$ cat config.mk
export PLATFORM = sky130hd
export DESIGN_NAME = sorted_list_priority_queue_top
export DESIGN_NICKNAME = d
export VERILOG_FILES = /design/src/slpq_pkg.sv /design/src/slpq_ctrl.sv /design/src/slpq_dp.sv /design/src/sorted_list_priority_queue_top.sv
export VERILOG_INCLUDE_DIRS = /design/src /design/src/src
export SDC_FILE = /design/constraint.sdc
export NUM_CORES = 2
export LEC_CHECK = 0
export ABC_AREA = 1
export BUFFER_PORTS_ARGS = -buffer_cell sky130_fd_sc_hd__buf_2
export CORE_ASPECT_RATIO = 0.5
export CORE_MARGIN = 3
export CORE_UTILIZATION = 25
export CTS_BUF_LIST = sky130_fd_sc_hd__clkbuf_8 sky130_fd_sc_hd__clkbuf_16
export CTS_CLUSTER_SIZE = 30
export DETAILED_ROUTE_END_ITERATION = 6
export PLACE_DENSITY = 0.41
export SYNTH_ARGS = -nofsm -noshare
export SYNTH_HDL_FRONTEND = slang
export SYNTH_HIERARCHICAL = 1
export SYNTH_SLANG_ARGS = --single-unit
$ cat constraint.sdc
create_clock -name clk -period 7.5 [get_ports clk]
set_input_delay 1.875 -clock clk [delete_from_list [all_inputs] [get_ports clk]]
set_output_delay 1.875 -clock clk [all_outputs]
set_load 0.02 [all_outputs]
$ cat src/sorted_list_priority_queue_top_assert.svh
// Assertion macros shared by the priority queue modules.
// Each macro expects a clock named clk and an active-low reset named rst_n in scope.
`ifndef SORTED_LIST_PRIORITY_QUEUE_TOP_ASSERT_SVH
`define SORTED_LIST_PRIORITY_QUEUE_TOP_ASSERT_SVH

`ifndef SYNTHESIS

// Checked only while out of reset.
`define SLPQ_ASSERT(label, prop, msg) \
  label: assert property (@(posedge clk) disable iff (!rst_n) prop) else $error(msg);

// Checked at every edge, reset included.
`define SLPQ_ASSERT_ALWAYS(label, prop, msg) \
  label: assert property (@(posedge clk) prop) else $error(msg);

`else

`define SLPQ_ASSERT(label, prop, msg)

`define SLPQ_ASSERT_ALWAYS(label, prop, msg)

`endif

`endif

$ cat src/slpq_pkg.sv
`timescale 1ns / 1ps
`default_nettype none

package slpq_pkg;

  localparam int CAPACITY = 16;
  localparam int CNT_W    = $clog2(CAPACITY + 1);

  localparam logic FUNC_INSERT = 1'b0;
  localparam logic FUNC_REMOVE = 1'b1;

  typedef struct packed {
    logic               func;
    logic signed [31:0] value_in;
  } in_word_t;

  typedef struct packed {
    logic signed [31:0] value_out;
    logic               value_valid;
    logic               insert_refused;
    logic [4:0]         stored_count;
  } out_word_t;

  // Commands from the controller to the datapath.
  typedef struct packed {
    logic load;
    logic exec;
  } cmd_t;

endpackage

`default_nettype wire

$ cat src/slpq_ctrl.sv
`timescale 1ns / 1ps
`default_nettype none

`include "sorted_list_priority_queue_top_assert.svh"

module slpq_ctrl (
  input  wire logic          clk,
  input  wire logic          rst_n,
  input  wire logic          start,
  output logic               busy,
  output logic               out_valid,
  output slpq_pkg::cmd_t     cmd
);

  typedef enum logic [2:0] {
    ST_IDLE = 3'b001,
    ST_EXEC = 3'b010,
    ST_DONE = 3'b100
  } state_t;

  state_t state_r;
  state_t state_nxt;

  always_comb begin
    state_nxt = state_r;
    unique case (state_r)
      ST_IDLE: begin
        if (start) begin
          state_nxt = ST_EXEC;
        end
      end
      ST_EXEC: state_nxt = ST_DONE;
      ST_DONE: state_nxt = ST_IDLE;
      default: state_nxt = ST_IDLE;
    endcase
  end

  always_ff @(posedge clk) begin
    if (!rst_n) begin
      state_r <= ST_IDLE;
    end else begin
      state_r <= state_nxt;
    end
  end

  assign busy      = (state_r != ST_IDLE);
  assign out_valid = (state_r == ST_DONE);
  assign cmd.load  = (state_r == ST_IDLE) && start;
  assign cmd.exec  = (state_r == ST_EXEC);

  `SLPQ_ASSERT(a_accept_to_exec, (state_r == ST_IDLE && start) |=> (state_r == ST_EXEC), "accepted word did not start execution")
  `SLPQ_ASSERT(a_exec_to_done, (state_r == ST_EXEC) |=> (state_r == ST_DONE && out_valid), "execution not followed by a result strobe")
  `SLPQ_ASSERT(a_strobe_single, out_valid |=> !out_valid, "result strobe lasted more than one cycle")
  `SLPQ_ASSERT_ALWAYS(a_strobe_while_busy, out_valid |-> busy, "result strobe while not busy")

endmodule

`default_nettype wire

$ cat src/slpq_dp.sv
`timescale 1ns / 1ps
`default_nettype none

`include "sorted_list_priority_queue_top_assert.svh"

module slpq_dp (
  input  wire logic                 clk,
  input  wire logic                 rst_n,
  input  wire slpq_pkg::cmd_t       cmd,
  input  wire slpq_pkg::in_word_t   in_word,
  output slpq_pkg::out_word_t       out_word
);

  logic                             func_r;
  logic signed [31:0]               value_r;
  logic signed [31:0]               store_r   [slpq_pkg::CAPACITY];
  logic signed [31:0]               store_nxt [slpq_pkg::CAPACITY];
  logic [slpq_pkg::CNT_W-1:0]       count_r;
  logic [slpq_pkg::CNT_W-1:0]       count_nxt;
  logic [slpq_pkg::CAPACITY-1:0]    gt;
  logic                             full;
  slpq_pkg::out_word_t              res_r;
  slpq_pkg::out_word_t              res_nxt;

  assign full = (count_r == slpq_pkg::CNT_W'(slpq_pkg::CAPACITY));

  // Every occupied entry compares against the new value at once; since the
  // store is sorted, the set of entries smaller than the value is a prefix.
  always_comb begin
    for (int i = 0; i < slpq_pkg::CAPACITY; i++) begin
      gt[i] = (slpq_pkg::CNT_W'(i) < count_r) && (value_r > store_r[i]);
    end
  end

  always_comb begin
    store_nxt = store_r;
    count_nxt = count_r;
    res_nxt   = '0;
    if (func_r == slpq_pkg::FUNC_INSERT) begin
      if (full) begin
        res_nxt.insert_refused = 1'b1;
      end else begin
        store_nxt[0] = gt[0] ? store_r[0] : value_r;
        for (int i = 1; i < slpq_pkg::CAPACITY; i++) begin
          if (gt[i]) begin
            store_nxt[i] = store_r[i];
          end else if (gt[i-1]) begin
            store_nxt[i] = value_r;
          end else begin
            store_nxt[i] = store_r[i-1];
          end
        end
        count_nxt = count_r + slpq_pkg::CNT_W'(1);
      end
    end else begin
      if (count_r != '0) begin
        res_nxt.value_out   = store_r[0];
        res_nxt.value_valid = 1'b1;
        for (int i = 0; i < slpq_pkg::CAPACITY - 1; i++) begin
          store_nxt[i] = store_r[i+1];
        end
        count_nxt = count_r - slpq_pkg::CNT_W'(1);
      end
    end
    res_nxt.stored_count = 5'(count_nxt);
  end

  always_ff @(posedge clk) begin
    if (cmd.load) begin
      func_r  <= in_word.func;
      value_r <= in_word.value_in;
    end
    if (cmd.exec) begin
      store_r <= store_nxt;
      res_r   <= res_nxt;
    end
  end

  always_ff @(posedge clk) begin
    if (!rst_n) begin
      count_r <= '0;
    end else if (cmd.exec) begin
      count_r <= count_nxt;
    end
  end

  assign out_word = res_r;

  `SLPQ_ASSERT(a_count_bound, count_r <= slpq_pkg::CNT_W'(slpq_pkg::CAPACITY), "entry count above capacity")
  `SLPQ_ASSERT(a_full_refuses, (cmd.exec && func_r == slpq_pkg::FUNC_INSERT && full) |=> (res_r.insert_refused && $stable(count_r)), "insert into full store not refused")
  `SLPQ_ASSERT(a_remove_empty, (cmd.exec && func_r == slpq_pkg::FUNC_REMOVE && count_r == '0) |=> (!res_r.value_valid && res_r.value_out == '0), "remove from empty store returned a value")

endmodule

`default_nettype wire

$ cat src/sorted_list_priority_queue_top.sv
`timescale 1ns / 1ps
`default_nettype none

// Bounded priority queue holding up to CAPACITY signed 32-bit values in
// ascending order. An input word is taken at a rising edge where start is
// high and busy is low. in_word.func selects insert (the value goes behind
// all stored values smaller than it, ahead of equal ones) or remove (the
// smallest value leaves). Every input word yields exactly one result word.
// The result word appears on out_word for one cycle, marked by out_valid,
// in the present state that follows the execute state. It carries the
// removed value (zero if none), a valid flag, a refused flag for an insert
// into a full store, and the count after the operation. busy stays high
// through the execute and present states, so no new word is taken until the
// result has been shown; the controller steps through load, execute and
// present, and the whole store compares and shifts in the execute state.
// The receiver cannot hold results off; each strobe must be taken when it
// appears.
// Synchronous reset empties the store at once; stored entries are not
// cleared, since only entries below the count are ever read.
module sorted_list_priority_queue_top (
  input  wire logic                 clk,
  input  wire logic                 rst_n,
  input  wire logic                 start,
  output logic                      busy,
  input  wire slpq_pkg::in_word_t   in_word,
  output logic                      out_valid,
  output slpq_pkg::out_word_t       out_word
);

  slpq_pkg::cmd_t cmd;

  slpq_ctrl u_ctrl (
    .clk       (clk),
    .rst_n     (rst_n),
    .start     (start),
    .busy      (busy),
    .out_valid (out_valid),
    .cmd       (cmd)
  );

  slpq_dp u_dp (
    .clk      (clk),
    .rst_n    (rst_n),
    .cmd      (cmd),
    .in_word  (in_word),
    .out_word (out_word)
  );

endmodule

`default_nettype wire
==> reports/results.tsv <==
metric	value	unit
routed_wirelength	163000	um
htreeDepth	3	
post-cts-setup-buffers	0	
design.die.area	0.184	mm2
cts.clk_slew.worst_paths	60	ps
antenna_found_initial	2	
slew_viol_final	0	
syn_area_per_cell	7.74	um2
track_usage	0.172	
dpl.hpwl	121000	um
port_buffers	76	
cp.arrival	5060	ps
area_growth	11.5	%
drt_iter0_drc	2686	
synth_top_family_by_area	simple AND/OR/NAND/NOR gates	
yosysWarnings	6	
fin_crit	4740	ps
synth-seq-cells	592	
rsz0062_at_grt	false	
clkLatencyLatePin	680	ps
grt_pass1_vias	37764	
rows	109	
cts_hold_buf	0	
fp.coreArea	0.177	mm2
final_nets	6270	
setup_viol	0	
fin_area	0.0499	mm2
start_kind	register	
clockBufferDepth	3	
grt_pass1_wl	246000	um
synth_fp_nets	6330	
yosys.area_share.simple	0.317	
skew	27.2	ps
vias	38458	
place_congestion	0.823	
relSlewSlack	0.0614	
synth_compound_gate_area_share	0.0486	
die_x	604	um
clock_sinks	592	
hold_class	reg2reg	
synth-edff-count	584	
syn_inst	5779	
insertedDiodeCount	0	
end_kind	register	
tns	0	ps
ios	77	
cp_max_fo	33	
synthAdderAreaFrac	0.144	
fmax	0.211	GHz
ctsRootBufferMaster	clkbuf_16	
drt-pass1-iter-count	6	
wl_per_cell	19.9	um
post_cts_resized	0	
drive_gt1_frac	0.0590	
ys_seq_area_frac	0.396	
synth_cell_type_count	43	
worstMarginPinSlew	1410	ps
synth_area	0.0447	mm2
crit_required	7820	ps
fin_crit_sh	0.632	
power_density	183	mW/mm2
drc	0	
placed_area	0.0476	mm2
post_drt_via_cell_ratio	4.71	
grt-ovfl-total	0	
total_power	9130	uW
peakVddDrop	0.000157	V
start_util	0.252	
critPathKind	reg2reg	
cts_buffers	74	
die_height	305	um
drv_cap	0	
grt_max_degree	232	
synthArstFlopShare	0	
drtAntennaViolNets	0	
synth_xor_xnor_area_share	0.000587	
leakage	0.0239	uW
synth-main-ff-cell	edfxtp_1	
muxShareOfSynthArea	0.000224	
hold_viol_final	0	
cts_tree	built	
status	completed	
Yosys cell counts (all sizes together) (2+ instances only):
library cell	number	area share
nand3b	3	0.00050
and3	2	0.00028
o22ai	32	0.0045
clkbuf	176	0.015
buf	148	0.018
nand4	486	0.068
o21a	27	0.0045
xor2	3	0.00059
inv	721	0.061
nor3b	3	0.00084
nor3	9	0.0012
a21o	16	0.0027
edfxtp	584	0.39
a21oi	249	0.028
o21ai	62	0.0069
nand2	1990	0.17
nor4	3	0.00042
nor2	194	0.016
ha	515	0.14
a211oi	2	0.00034
nand3	536	0.062
dfxtp	8	0.0036
area by class of cell:
class                      instances  area (um2)
tap                             2386        2990
sequential                       592       17700
fill                           19295      127000
multi-input combinational       4141       22900
clock buffer                      82        2020
inverter                         722        2720
clock inverter                    53         299
timing repair buffer             188        1270
metrics by stage:
stage | setup WS (ps) | hold WS (ps) | cells | utilization
finish | 2760 | 543 | 8164 | 0.282
detailed placement | 2660 | 532 | 8029 | 0.269
global route | 2460 | 572 | 8164 | 0.282
global placement | 2670 | 526 | 8029 | 0.269
floorplan | 3130 | 491 | 5779 | -
CTS | 2680 | 547 | 8164 | 0.282
cell families (layout without fill, tap and decap cells):
family,after synthesis,in the layout
compound gates,395,395
flops,592,592
xor+xnor,3,3
simple gates,3227,3227
mux,1,1
fa+ha+maj,515,515
buf+inv,1046,1045
sequential cells by signal (all words and copies together), names as in the netlist:
name	flops
u_ctrl/state_r	3
u_dp/count_r	5
u_dp/func_r	1
u_dp/out_word	39
u_dp/store_r	512
u_dp/value_r	32
power by group:
group          internal (uW)  leakage (uW)  switching, uW
Clock                   2020       0.00122           1580
Sequential              3740       0.00538           51.6
Combinational            479        0.0173           1260
Total                   6240        0.0239           2890
worst paths after layout:
kind | endpoint | start | slack [ps] | cells past startpoint
worst min-delay path | u_dp/store_r[44]$_DFFE_PP_ | u_dp/store_r[12]$_DFFE_PP_ | 540 | 2
worst max-delay path | u_dp/store_r[273]$_DFFE_PP_ | u_dp/value_r[31]$_DFFE_PP_ | 2760 | 14
worst min register to register | u_dp/store_r[44]$_DFFE_PP_ | u_dp/store_r[12]$_DFFE_PP_ | 540 | 2
worst max register to register | u_dp/store_r[273]$_DFFE_PP_ | u_dp/value_r[31]$_DFFE_PP_ | 2760 | 14
worst max-delay path, stage by stage (launching register included):
cell	delay (ps)
edfxtp_1	680
buf_4	330
ha_1	360
nand2_1	100
nor2_1	210
nand4_1	270
nor2_1	330
nand2_1	190
nand2_1	90
nand2_1	660
nand3_2	230
buf_4	360
o21ai_1	90
inv_1	80
buf_4	380
layout by cell type, fill, tap and decap left out, drive strengths merged, types with 2 or more instances in the layout:
cell,synthesis,routed
dfxtp,8,8
xor2,3,3
buf,148,188
ha,515,515
clkbuf,176,82
nand3,536,536
bufinv,0,3
nor2,194,194
nand3b,3,3
nand4,486,486
nor3,9,9
o21ai,62,62
a211oi,2,2
clkinv,1,28
inv,721,743
edfxtp,584,584
a21o,16,16
nor3b,3,3
a21oi,249,249
nand2,1990,1990
and3,2,2
nor4,3,3
o21a,27,27
o22ai,32,32
layer usage:
layer  wire length (um)  share of wire  track usage  vias up
li1                   -              -            -    19448
met1              83600           0.51        0.257    18071
met2              70200           0.43        0.266      785
met3               5930          0.036       0.0165      154
met4               2920          0.018       0.0347        0
met5                  0              0            0        -
(Power assumes the default switching activity.)
